--- src/design/mv2fb_pkg.sv ---
// Shared types, constants and the X.25 checksum step for the MAVLink v2 framer.
// Used by mv2fb_crc_unit and mavlink_v2_frame_builder_top; depends on nothing.
package mv2fb_pkg;

   localparam logic [7:0]  START_BYTE = 8'hFD;
   localparam logic [15:0] CRC_SEED   = 16'hFFFF;

   // Configuration register indexes (byte address / 4)
   localparam logic [1:0] REG_SYSTEM_ID     = 2'd0;
   localparam logic [1:0] REG_COMPONENT_ID  = 2'd1;
   localparam logic [1:0] REG_USE_CRC_EXTRA = 2'd2;

   // Output byte position within the framed packet
   typedef enum logic [3:0] {
      PH_START,
      PH_LEN,
      PH_INCOMPAT,
      PH_COMPAT,
      PH_SEQ,
      PH_SYSID,
      PH_COMPID,
      PH_MSGID0,
      PH_MSGID1,
      PH_MSGID2,
      PH_PAYLOAD,
      PH_CRC_LO,
      PH_CRC_HI
   } phase_type;

   // Controls into the checksum unit for one cycle
   typedef struct packed {
      logic seed;   // reload the seed (wins over folding)
      logic fold;   // fold the emitted byte
      logic extra;  // then fold the per-message extra byte
   } crc_ctrl_type;

   // One byte step of CRC-16/MCRF4XX
   function automatic logic [15:0] crc_fold(input logic [15:0] crc, input logic [7:0] b);
      logic [7:0] t;
      t = b ^ crc[7:0];
      t = t ^ {t[3:0], 4'b0000};
      return {8'h00, crc[15:8]} ^ {t, 8'h00} ^ {5'b00000, t, 3'b000} ^ {12'h000, t[7:4]};
   endfunction

endpackage

--- src/design/mv2fb_crc_unit.sv ---
// Running X.25 checksum register for the MAVLink v2 framer.
// Depends on mv2fb_pkg for crc_fold, CRC_SEED and crc_ctrl_type.
module mv2fb_crc_unit import mv2fb_pkg::*; (
   input  logic         clock,
   input  logic         reset,
   input  crc_ctrl_type ctrl,
   input  logic [7:0]   data_byte,
   input  logic [7:0]   extra_byte,
   output logic [15:0]  crc
);

   logic [15:0] crc_ff;
   logic [15:0] crc_in;
   logic [15:0] crc_byte;
   logic [15:0] crc_extra;

   // Fold the emitted byte, then optionally the extra byte
   always_comb begin
      crc_byte  = ctrl.fold  ? crc_fold(crc_ff, data_byte)    : crc_ff;
      crc_extra = ctrl.extra ? crc_fold(crc_byte, extra_byte) : crc_byte;
      crc_in    = ctrl.seed  ? CRC_SEED : crc_extra;
   end

   always_ff @(posedge clock) begin
      if (reset) begin
         crc_ff <= CRC_SEED;
      end else begin
         crc_ff <= crc_in;
      end
   end

   assign crc = crc_extra;

endmodule

--- config.mk ---
export PLATFORM = sky130hd
export DESIGN_NAME = mv2fb_crc_unit
export DESIGN_NICKNAME = d
export VERILOG_FILES = /design/src/design/mv2fb_pkg.sv /design/src/design/mv2fb_crc_unit.sv
export SDC_FILE = /design/constraint.sdc
export NUM_CORES = 1
export LEC_CHECK = 0
export ABC_AREA = 1
export BUFFER_PORTS_ARGS = -buffer_cell sky130_fd_sc_hd__buf_2
export CAP_MARGIN = 30
export CORE_MARGIN = 2
export CORE_UTILIZATION = 45
export CTS_BUF_LIST = sky130_fd_sc_hd__clkbuf_4 sky130_fd_sc_hd__clkbuf_8 sky130_fd_sc_hd__clkbuf_16
export DETAILED_ROUTE_END_ITERATION = 10
export PLACE_DENSITY = 0.68
export SYNTH_ARGS = -nofsm -noshare
export SYNTH_HDL_FRONTEND = slang
export SYNTH_SLANG_ARGS = --single-unit
--- constraint.sdc ---
create_clock -name clock -period 3.4 [get_ports clock]
set_clock_uncertainty 0.1 [all_clocks]
set_input_delay 0.34 -clock clock [delete_from_list [all_inputs] [get_ports clock]]
set_output_delay 0.34 -clock clock [all_outputs]
set_load 0.01 [all_outputs]
Word-level counts from Yosys, hierarchy flattened
Cells that the tools add are included.
{ "totals": {"ff_bits": 16, "output_inout_bits": 16, "word_cells": 14} }
{ "op_classes": {"n_mux": 2, "n_bitwise": 10, "reduce_logical": 1} }
{ "op_table": {"columns": ["operator", "n"], "rows": [
  ["16-bit 2-to-1 mux", 2],
  ["16-bit by 11-bit bitwise XOR with 16-bit output", 2],
  ["16-bit by 4-bit bitwise XOR with 16-bit output", 2],
  ["8-bit by 16-bit bitwise XOR with 16-bit output", 2],
  ["8-bit bitwise XOR", 4],
  ["2-bit OR reduction", 1]
]} }

Logic depth before layout (Yosys ltp)
Gate-level depths: netlist (run 1).
{ "logic_depth": {"word_depth": 12, "ltp_mapped": 15, "mapped_depth_nobuf": 15} }

Worst setup path before layout (run 1)
No wires, ideal clock.
{ "synth_timing": {"path_kind": "input to output", "startpoint": "input port ctrl[1] (netlist bit)", "endpoint": "output port crc[14]", "t_arrival_ns": 1.474, "t_required_ns": 2.960, "setup_slack_ns": 1.486, "cell_stages": 11, "n_path_buf": 2, "path_cell_list": "buf_6 clkbuf_8 or2_2 nand2_2 nand2_2 nand2_2 nand2_2 nand2_2 nand2_4 o21ai_2 inv_1"} }
{ "synth_between": {"elab_chain_len": 7} }
{ "synth_rtl": {"columns": ["item", "line_no", "text"], "rows": [
  ["start, declared", "mv2fb_crc_unit.sv:6", "input crc_ctrl_type ctrl,"],
  ["16-bit 2-to-1 mux *", "mv2fb_crc_unit.sv:19", "crc_byte = ctrl.fold ? crc_fold(crc_ff, data_byte) : crc_ff;"],
  ["8-bit bitwise XOR", "mv2fb_pkg.sv:40", "t = b ^ crc[7:0];"],
  ["8-bit bitwise XOR", "mv2fb_pkg.sv:41", "t = t ^ {t[3:0], 4'b0000};"],
  ["8-bit by 16-bit bitwise XOR with 16-bit output", "mv2fb_pkg.sv:42", "return {8'h00, crc[15:8]} ^ {t, 8'h00} ^ {5'b00000, t, 3'b000} ^ {12'h000, t[7:4]};"],
  ["16-bit by 11-bit bitwise XOR with 16-bit output", "mv2fb_pkg.sv:42", null],
  ["16-bit by 4-bit bitwise XOR with 16-bit output", "mv2fb_pkg.sv:42", null],
  ["16-bit 2-to-1 mux *", "mv2fb_crc_unit.sv:20", "crc_extra = ctrl.extra ? crc_fold(crc_byte, extra_byte) : crc_byte;"],
  ["end, declared", "mv2fb_crc_unit.sv:9", "output logic [15:0] crc"]
]} }
Every way passes the cells marked *; elsewhere a longest branch is shown, timed or not.

Worst setup path after layout (run 1)
{ "layout_timing": {"startpoint": "input port ctrl[1] (netlist bit)", "endpoint": "output port crc[9]"} }
Same word-level chain as after synthesis.

==> impl_metrics.py, run 1 <==
metrics = {
    "power": {
        "powerDensity_nw_per_um2": 383,
        "power_uw": 761,
        "p_clk_frac": 0.199,
        "p_comb_frac": 0.516,
        "p_int_uw": 422,
        "leakagePower_uw": 0.00118,
        "ir_drop_v": 0.000237,
        "switching_share": 0.446,
        "power_frac_seq": 0.285,
        "netSwitchingPower_uw": 339,
    },
    "setup_path": {
        "crit_path_max_incr_delay_ps": 370,
        "cp_cell_sequence": "buf_2 > inv_1 > nand2_1 > nand2_1 > nand2_1 > o21ai_1 > xor2_1 > nand3b_1 > nand2_2 > nand3_1 > nand2_1 > buf_2",
        "rr_endpoint": "crc_ff[7]$_SDFF_PP1_",
        "setup.worst_path.end": "crc[9]",
        "cp_max_fo": 26,
        "cp_slowest_cell": "buf_2",
        "reg2reg_slack_ps": 1440,
        "start_kind": "input port",
        "crit_type": "input port to output pin",
        "ff2ff_path_depth": 15,
        "rr_startpoint": "crc_ff[0]$_SDFF_PP1_",
        "cp-startpoint": "ctrl[1]",
        "cp_common_cell": "nand2_1",
        "crit_arrival_ps": 2170,
        "end_kind": "output pin",
        "required_ps": 2960,
    },
    "floorplan": {
        "dieArea_um2": 4490,
        "core-area_um2": 3740,
        "die_h_um": 67.0,
        "start_util": 0.477,
        "fp.dieW_um": 67.0,
        "num_rows": 22,
        "io_pins": 37,
    },
    "layout": {
        "fin_cells": 395,
        "top_regs": "crc_ff: 16 flops",
        "largest_reg_flops": 16,
        "n_antenna_cell": 0,
        "final_common_cell": "nand2_1",
        "top_register": "crc_ff",
        "syn_to_final_growth_pct": 11.3,
        "drive_above_1_share": 0.222,
        "final_cell_mix": "135 x nand2_1, 46 x nand3_1, 36 x buf_2, 34 x inv_1, 16 x dfxtp_1",
        "nets": 370,
        "fillers": 439,
    },
    "cts": {
        "cts_buffers": 3,
        "clk_pin_slew_worst_paths_ps": 70,
        "htree_levels": 1,
        "cts_hold_buf": 0,
        "root_buffer": "clkbuf_8",
        "worst_skew_pair.late_latency_ps": 260,
        "cts_setup_buffers": 0,
        "cts_resized": 0,
        "clockBufferDepth": 2,
        "cts_tree": "built",
        "clock_sink_count": 16,
    },
    "synth": {
        "synth-seq-area-share": 0.179,
        "synthesis.area_um2": 1790,
        "synth_top_cell_area_share": 0.284,
        "synthMuxAreaShare": 0.00560,
        "yosysUniqueCellTypes": 30,
        "syn_area_per_cell_um2": 5.65,
        "ys_top_cells_by_area": "nand2_1 28%, dfxtp_1 18%, nand3_1 13%",
        "syn_inst": 316,
        "synth_xor_area_frac": 0.0483,
        "ys_ff_latch": 16,
        "synth-simple-area-share": 0.557,
        "synth_compound_area_frac": 0.0791,
        "synth_fa_ha_area_frac": 0,
        "yosys.area.top_type": "nand2_1",
        "syn_nets": 337,
        "synth_top_family_by_area": "simple AND/OR/NAND/NOR gates",
        "yosysWarningCount": 0,
    },
    "global_routing": {
        "grt_pass1_wl_um": 7150,
        "grt.total_usage": 0.211,
        "gr-total-overflow": 0,
        "grt_antenna_before_repair": 0,
        "grt_max_degree": 27,
        "grt_pass1_vias": 1630,
    },
    "sta": {
        "final-max-slew-violation-count": 0,
        "slew_headroom": 0.455,
        "min_period_ps": 2610,
        "worst_pin_slew_ps": 817,
        "layout_setup_ws_ps": 792,
        "fin_crit_sh": 0.767,
        "setup_viol": 0,
        "rsz0062_at_grt": "no",
        "final-hold-violation-count": 0,
        "fin_setup_tns_ps": 0,
        "max_freq_mhz": 383,
    },
    "placed_design": {
        "dp_cells": 392,
        "dp_slack_ps": 778,
        "dp_hpwl_um": 3540,
        "port_buffers": 36,
        "gp_congestion": 0.833,
    },
    "drt": {
        "ant_nets": 0,
        "first_iter_violations": 115,
        "wl_per_cell_um": 11.2,
        "drc": 0,
        "dr.pass1.iters": 4,
        "vias": 1933,
        "viasPerCell": 4.89,
        "drt-total-wl_um": 4430,
    },
    "run_status": {
        "status": "complete, no violations",
    },
    "hold_path": {
        "min_path_type": "input port to flop",
        "hp-start": "reset",
    },
    "flow_run": {
        "maxCapViolCount": 0,
    },
}
-- critical path, delay by kind of cell --
family / cells / cell delay (ps)
XOR/XNOR: 1 / 170
AND/OR/NAND/NOR: 7 / 740
buffers and inverters: 3 / 820
AO/OA/AOI/OAI: 1 / 80
-- cell usage after synthesis (all sizes together) --
cell         count
xnor2            5
o211ai           1
dfxtp           16
or2              2
a21boi           1
dlygate4sd1      2
nand3           53
mux2i            1
inv             39
a31oi            2
nand3b           3
a21oi            2
nand4            3
nor2             8
xor2             4
clkbuf           2
buf              5
o21ai           17
nand2          150
-- logic make-up (layout without fill, tap and decap cells) --
group	count (synthesis)	in the layout
and+or+nand+nor	219	219
buffers and inverters	48	79
AOI/OAI and AO/OA	23	23
xor gates and xnor gates	9	9
DFF	16	16
muxes	1	1
-- how the worst min path moves through the flow --
stage          slack (ps)  cells after the start                    end
3_3_place_gp          550                      4   crc_ff[8]$_SDFF_PP1_
2_1_floorplan         390                      2   crc_ff[9]$_SDFF_PP1_
5_1_grt               360                      3  crc_ff[11]$_SDFF_PP1_
6_report              340                      3  crc_ff[15]$_SDFF_PP1_
3_5_place_dp          570                      4   crc_ff[8]$_SDFF_PP1_
4_1_cts               340                      3  crc_ff[15]$_SDFF_PP1_
-- power by group through the flow --
| stage | clock network [µW] | registers (µW) | logic [µW] |
|---|---|---|---|
| floorplan | 0 | 217 | 297 |
| global placement | 0 | 221 | 389 |
| detailed placement | 0 | 221 | 394 |
| CTS | 155 | 217 | 395 |
| global route | 162 | 218 | 447 |
| finish | 152 | 217 | 393 |
-- through the flow --
stage,hold WS [ps],utilization,area [µm²]
floorplan,387,-,1790
global placement,548,0.520,1950
detailed placement,566,0.520,1950
CTS,338,0.531,1990
global route,361,0.531,1990
finish,337,0.531,1990
-- routing by layer --
metal  GRT usage  routed length, µm  vias to the layer above  part of all wire
met3      0.0456                213                        2             0.048
li1            -                  -                     1057                 -
met5           0                  0                        -                 0
met4      0.0459                 22                        0            0.0050
met1       0.270               2080                      834              0.47
met2       0.359               2110                       40              0.48
-- area by class of cell --
cell class                 instances  area [µm²]  area share
timing repair buffer              37         188      0.0944
tap                               48        60.1      0.0302
inverter                          39         146      0.0736
sequential                        16         320       0.161
clock buffer                       3        41.3      0.0208
multi-input combinational        252        1230       0.620
Note: power is estimated with default switching activity, not from simulation.
==> run 2: changes to the inputs <==
--- a/config.mk
+++ b/config.mk
@@ -5,14 +5,14 @@
 export SDC_FILE = /design/constraint.sdc
 export NUM_CORES = 1
 export LEC_CHECK = 0
-export ABC_AREA = 1
+export ABC_AREA = 0
 export BUFFER_PORTS_ARGS = -buffer_cell sky130_fd_sc_hd__buf_2
 export CAP_MARGIN = 30
 export CORE_MARGIN = 2
 export CORE_UTILIZATION = 45
 export CTS_BUF_LIST = sky130_fd_sc_hd__clkbuf_4 sky130_fd_sc_hd__clkbuf_8 sky130_fd_sc_hd__clkbuf_16
 export DETAILED_ROUTE_END_ITERATION = 10
-export PLACE_DENSITY = 0.68
+export PLACE_DENSITY = 0.72
 export SYNTH_ARGS = -nofsm -noshare
 export SYNTH_HDL_FRONTEND = slang
 export SYNTH_SLANG_ARGS = --single-unit
==> constraint.sdc (replaced) <==
create_clock -name clock -period 2.25 [get_ports clock]
set_clock_uncertainty 0.1 [all_clocks]
set_input_delay 0.225 -clock clock [delete_from_list [all_inputs] [get_ports clock]]
set_output_delay 0.225 -clock clock [all_outputs]
set_load 0.01 [all_outputs]
==> run 2 against run 1 <==
Compared with the run above:
- the run now ends with setup timing left
- final cell count fell by 28%
- global-route usage increased by 3.5 points
- non-clock buffer count rose by 54
- sequential power grew 95%
==> impl_metrics.py, run 2 <==
metrics = {
    "layout": {
        "final_cell_mix": "46 x buf_4, 35 x buf_2, 16 x xnor2_2, 14 x xnor2_1, 14 x nand2_1",
        "syn_to_final_growth_pct": 65.6,
        "top_regs": "crc_ff: 16 flops",
        "top_register": "crc_ff",
        "fin_cells": 284,
        "largest_reg_flops": 16,
        "stdcell_area_um2": 2490,
        "nets": 262,
        "fillers": 198,
        "drive_above_1_share": 0.633,
        "final_common_cell": "buf_4",
        "n_antenna_cell": 0,
    },
    "global_routing": {
        "grt_max_degree": 36,
        "grt_pass1_vias": 1432,
        "grt_antenna_before_repair": 0,
        "gr-total-overflow": 0,
        "grt_pass1_wl_um": 6730,
        "grt.total_usage": 0.246,
    },
    "synth": {
        "yosys_most_used_dff": "dfxtp_1",
        "ys_top_cells_by_area": "dfxtp_1 21%, xnor2_1 18%, xor2_1 7.0%",
        "synth.most_common_cell": "xnor2_1",
        "yosys.area.top_type": "dfxtp_1",
        "ys_ff_latch": 16,
        "yosysUniqueCellTypes": 29,
        "syn_inst": 153,
        "syn_nets": 174,
        "synthesis.area_um2": 1510,
        "synth-edff-count": 0,
        "synth_top_cell_area_share": 0.213,
        "synthArstFlopShare": 0,
        "ys_top_cells_by_count": "31 x xnor2_1, 18 x nand2_1, 16 x dfxtp_1",
        "synth-seq-area-share": 0.213,
        "syn_area_per_cell_um2": 9.84,
        "yosysWarningCount": 0,
    },
    "sta": {
        "final-max-slew-violation-count": 0,
        "max_freq_mhz": 372,
        "final-hold-violation-count": 0,
        "slew_headroom": 0.544,
        "setup_viol": 20,
        "rsz0062_at_grt": "yes",
        "worst_pin_slew_ps": 684,
        "layout_setup_ws_ps": -442,
        "fin_crit_sh": 1.20,
        "min_period_ps": 2690,
    },
    "drt": {
        "drt-total-wl_um": 4620,
        "dr.pass1.iters": 4,
        "first_iter_violations": 60,
        "wl_met3_um": 203,
        "ant_nets": 0,
        "vias": 1448,
        "drc": 0,
        "wl_per_cell_um": 16.3,
        "wl_met1_um": 1820,
        "top_layer_used": "met4",
        "viasPerCell": 5.10,
        "dr_wl_met2_um": 2470,
    },
    "power": {
        "leakagePower_uw": 0.00117,
        "powerDensity_nw_per_um2": 1510,
        "power_uw": 3760,
        "ir_drop_v": 0.00109,
    },
    "setup_path": {
        "reg2reg_slack_ps": -240,
        "rr_startpoint": "crc_ff[3]$_SDFF_PP1_",
        "required_ps": 1920,
        "end_kind": "output pin",
        "crit_type": "flop to output pin",
        "rr_endpoint": "crc_ff[2]$_SDFF_PP1_",
        "start_kind": "flop",
        "ff2ff_path_depth": 13,
        "cp_max_fo": 3,
        "crit_arrival_ps": 2370,
    },
    "hold_path": {
        "hp-start": "reset",
        "whs_endpoint": "crc_ff[7]$_SDFF_PP1_",
        "min_path_type": "input port to flop",
        "holdPathStages": 2,
    },
    "placed_design": {
        "dp_cells": 250,
        "dp_slack_ps": -300,
        "dpl_cell_area_um2": 1900,
        "port_buffers": 36,
        "dp_hpwl_um": 2940,
        "gp_congestion": 0.786,
    },
    "floorplan": {
        "num_rows": 20,
        "io_pins": 37,
        "fp.dieW_um": 61.8,
        "core-area_um2": 3130,
        "dieArea_um2": 3820,
        "start_util": 0.481,
        "die_h_um": 61.8,
    },
    "cts": {
        "cts_buffers": 3,
        "htree_levels": 1,
        "clockBufferDepth": 2,
        "clock_sink_count": 16,
        "cts_hold_buf": 0,
        "cts_tree": "built",
        "worst_skew_pair.late_latency_ps": 320,
        "clk_pin_slew_worst_paths_ps": 120,
        "root_buffer": "clkbuf_4",
    },
    "run_status": {
        "status": "finished with violations",
        "violations": "setup timing",
    },
    "flow_run": {
        "maxCapViolCount": 0,
    },
}
run 2: cell count changes after synthesis, moves of 5 or more:
| cell | delta |
|---|---|
| clkbuf_1 | +5 |
| inv_1 | -33 |
| inv_2 | -5 |
| mux2i_1 | +8 |
| nand2_1 | -117 |
| nand2_2 | -14 |
| nand2b_1 | +5 |
| nand3_1 | -46 |
| nand3_2 | -7 |
| o211ai_1 | +6 |
| xnor2_1 | +26 |
| xor2_1 | +9 |
run 2: per-stage QoR:
| step | setup TNS [ps] | utilization | hold slack [ps] |
|---|---|---|---|
| CTS | -3940 | 0.735 | 90.5 |
| global route | -7640 | 0.797 | 103 |
| global placement | -761 | 0.606 | 396 |
| finish | -5610 | 0.797 | 90.4 |
| detailed placement | -1490 | 0.606 | 401 |
| floorplan | -93.8 | - | 217 |
run 2: layout make-up:
class / instances / area [µm²] / share of cell area
Clock buffer: 4 / 36.3 / 0.0146
Inverter: 1 / 3.75 / 0.00151
Sequential cell: 16 / 339 / 0.136
Tap cell: 44 / 55.1 / 0.0221
Timing Repair Buffer: 91 / 633 / 0.254
Multi-Input combinational cell: 128 / 1430 / 0.572
run 2: kinds of logic after synthesis:
kind of cell           after synthesis  share of synthesized area
AO/OA/AOI/OAI                       29                      0.127
XOR/XNOR                            59                      0.474
buffers and inverters                9                     0.0241
flip-flops                          16                      0.213
multiplexers                        10                     0.0748
AND/OR/NAND/NOR                     30                     0.0873
run 2: critical path: stages, from the launching register on:
cell and delay, ps:
dfxtp_2 380, buf_6 150, xnor2_4 130, xor3_1 260, mux2i_1 190, buf_4 180, xnor2_4 130, xor2_2 190
xnor2_1 100, a21o_2 220, buf_6 110
run 2: worst max-delay path by stage:
| stage | depth (start not counted) | from | end | slack (ps) |
|---|---|---|---|---|
| after floorplan | 7 | crc_ff[11]$_SDFF_PP1_ | crc_ff[10]$_SDFF_PP1_ | -50 |
| after global placement | 9 | data_byte[0] | crc[10] | -220 |
| after detailed placement | 9 | data_byte[0] | crc[10] | -300 |
| after CTS | 8 | crc_ff[3]$_SDFF_PP1_ | crc[10] | -410 |
| after global routing | 10 | crc_ff[0]$_SDFF_PP1_ | crc[10] | -540 |
| final | 10 | crc_ff[0]$_SDFF_PP1_ | crc[10] | -440 |
run 2: report_power, final:
part | switching (µW) | internal [µW]
logic | 1310 | 1820
clock network | 114 | 99.0
registers | 65.9 | 357
run 2: per-layer routing:
metal	track usage	vias up
met5	0	-
met4	0.0729	0
met3	0.0455	14
met2	0.454	53
met1	0.287	692
li1	-	689
run 2: what timing repair did:
item	in CTS	in global routing
hold endpoints to repair	0	0
resized for setup	49	28
endpoints found under the setup margin	20	25
pin swaps	24	13
buffers inserted	27	10
==> run 3: changes to the inputs <==
--- a/config.mk
+++ b/config.mk
@@ -12,6 +12,7 @@
 export CORE_UTILIZATION = 45
 export CTS_BUF_LIST = sky130_fd_sc_hd__clkbuf_4 sky130_fd_sc_hd__clkbuf_8 sky130_fd_sc_hd__clkbuf_16
 export DETAILED_ROUTE_END_ITERATION = 10
+export GPL_TIMING_DRIVEN = 0
 export PLACE_DENSITY = 0.72
 export SYNTH_ARGS = -nofsm -noshare
 export SYNTH_HDL_FRONTEND = slang
==> run 3 against run 2 <==
Compared with the run above:
- the run still ends with setup timing left
- global-route usage fell by 0.35 points
- register-to-register slack improved by 60 ps
- core utilization down 6.9 points
- die area unchanged
- worst setup slack improved by 22 ps
- via count down 7.7%
- sequential cell count unchanged
- sequential share of layout area grew 1.3 points
- clock power is 22% lower
- worst hold slack better by 11 ps
==> impl_metrics.py, run 3 (synthesized netlist as in run 2, its figures left out) <==
metrics = {
    "setup_path": {
        "rr_endpoint": "crc_ff[10]$_SDFF_PP1_",
        "end_kind": "output pin",
        "start_kind": "flop",
        "required_ps": 1920,
        "reg2reg_slack_ps": -180,
        "crit_arrival_ps": 2340,
        "ff2ff_path_depth": 8,
        "crit_type": "flop to output pin",
        "rr_startpoint": "crc_ff[3]$_SDFF_PP1_",
        "cp-startpoint": "crc_ff[3]$_SDFF_PP1_",
        "cp_max_fo": 2,
    },
    "sta": {
        "setup_viol": 17,
        "min_period_ps": 2670,
        "whs_ps": 102,
        "rsz0062_at_grt": "yes",
        "fin_crit_sh": 1.19,
        "final-hold-violation-count": 0,
        "max_freq_mhz": 375,
        "layout_setup_ws_ps": -419,
        "slew_headroom": 0.592,
        "final-max-slew-violation-count": 0,
        "worst_pin_slew_ps": 612,
    },
    "cts": {
        "clockBufferDepth": 2,
        "root_buffer": "clkbuf_4",
        "cts_tree": "built",
        "htree_levels": 1,
        "cts_hold_buf": 0,
        "cts_buffers": 3,
        "clock_sink_count": 16,
        "worst_skew_pair.late_latency_ps": 310,
        "clk_pin_slew_worst_paths_ps": 100,
    },
    "drt": {
        "drc": 0,
        "vias": 1337,
        "ant_nets": 0,
        "dr.pass1.iters": 4,
        "wl_per_cell_um": 16.3,
        "viasPerCell": 5.06,
        "first_iter_violations": 38,
        "drt-total-wl_um": 4300,
    },
    "placed_design": {
        "port_buffers": 35,
        "dpl_cell_area_um2": 1740,
        "gp_congestion": 0.792,
        "dp_hpwl_um": 2830,
        "dp_cells": 232,
    },
    "layout": {
        "fin_cells": 264,
        "syn_to_final_growth_pct": 51.3,
        "stdcell_area_um2": 2280,
        "largest_reg_flops": 16,
        "final_cell_mix": "35 x buf_2, 26 x buf_4, 15 x nand2_1, 15 x xnor2_1, 12 x xnor2_2",
        "top_register": "crc_ff",
        "final_common_cell": "buf_2",
        "top_regs": "crc_ff: 16 flops",
        "nets": 243,
        "n_antenna_cell": 0,
        "drive_above_1_share": 0.536,
    },
    "hold_path": {
        "hp-start": "reset",
        "holdPathStages": 2,
        "min_path_type": "input port to flop",
        "whs_endpoint": "crc_ff[7]$_SDFF_PP1_",
    },
    "global_routing": {
        "gr-total-overflow": 0,
        "grt_antenna_before_repair": 0,
        "met3_usage": 0.0311,
        "grt.total_usage": 0.242,
        "grtUsageMet1": 0.297,
        "grt_pass1_wl_um": 6560,
        "grt_max_degree": 11,
        "met2_usage": 0.433,
        "top_usage_layer": "met2",
        "grt_pass1_vias": 1370,
    },
    "floorplan": {
        "io_pins": 37,
        "fp.dieW_um": 61.8,
        "start_util": 0.481,
        "dieArea_um2": 3820,
        "die_h_um": 61.8,
        "num_rows": 20,
        "core-area_um2": 3130,
    },
    "power": {
        "ir_drop_v": 0.000766,
        "powerDensity_nw_per_um2": 1420,
        "leakagePower_uw": 0.00103,
    },
    "flow_run": {
        "maxCapViolCount": 0,
    },
    "run_status": {
        "violations": "setup timing",
        "status": "finished with violations",
    },
}
[run 3: repair_timing]
action	4_1_cts	5_1_grt
setup endpoints to repair	20	22
setup buffers	17	13
endpoints found under the hold margin	0	0
pin swaps	15	16
resized for setup	34	28
[run 3: final cells by class]
type | instances | area, µm²
flip-flops and latches | 16 | 340
plain buffers | 7 | 27.5
repair buffers | 65 | 422
clock buffers | 3 | 22.5
inverters | 1 | 3.75
well taps | 44 | 55.1
multi-input cells | 128 | 1410
fillers | 227 | 851
[run 3: metal layers]
layer | vias up | routed length, µm
met4 | 0 | 68
met3 | 7 | 223
met2 | 47 | 2340
li1 | 650 | -
met5 | - | 0
met1 | 633 | 1670
[run 3: critical path: stages, from the launching register on]
cell     delay (ps)
dfxtp_4         370
xor2_2          170
xnor3_2         460
mux2i_4         230
xnor2_4         170
xor2_2          240
xnor2_2         100
a21o_2          200
buf_6           110
[run 3: worst max path at each step]
| stage | endpoint | slack [ps] | cells past startpoint |
|---|---|---|---|
| floorplan | crc_ff[10]$_SDFF_PP1_ | -50 | 7 |
| global placement | crc[10] | -350 | 9 |
| detailed placement | crc[10] | -410 | 9 |
| CTS | crc[3] | -430 | 8 |
| global route | crc[10] | -530 | 8 |
| finish | crc[10] | -420 | 8 |
[run 3: power breakdown]
| part | internal, µW | leakage [µW] | switching (µW) |
|---|---|---|---|
| Clock | 62.6 | 0.0000138 | 104 |
| Sequential | 358 | 0.000129 | 78.2 |
| Combinational | 1470 | 0.000886 | 1170 |
[run 3: stage by stage]
step / setup TNS (ps) / util / setup slack (ps) / total power, µW
final: -4300 / 0.728 / -419 / 3240
after global routing: -6360 / 0.728 / -531 / 3470
after CTS: -3900 / 0.646 / -426 / 2750
after detailed placement: -2770 / 0.557 / -413 / 2210
after global placement: -1900 / 0.557 / -354 / 2160
after floorplan: -93.8 / - / -53.4 / 1800
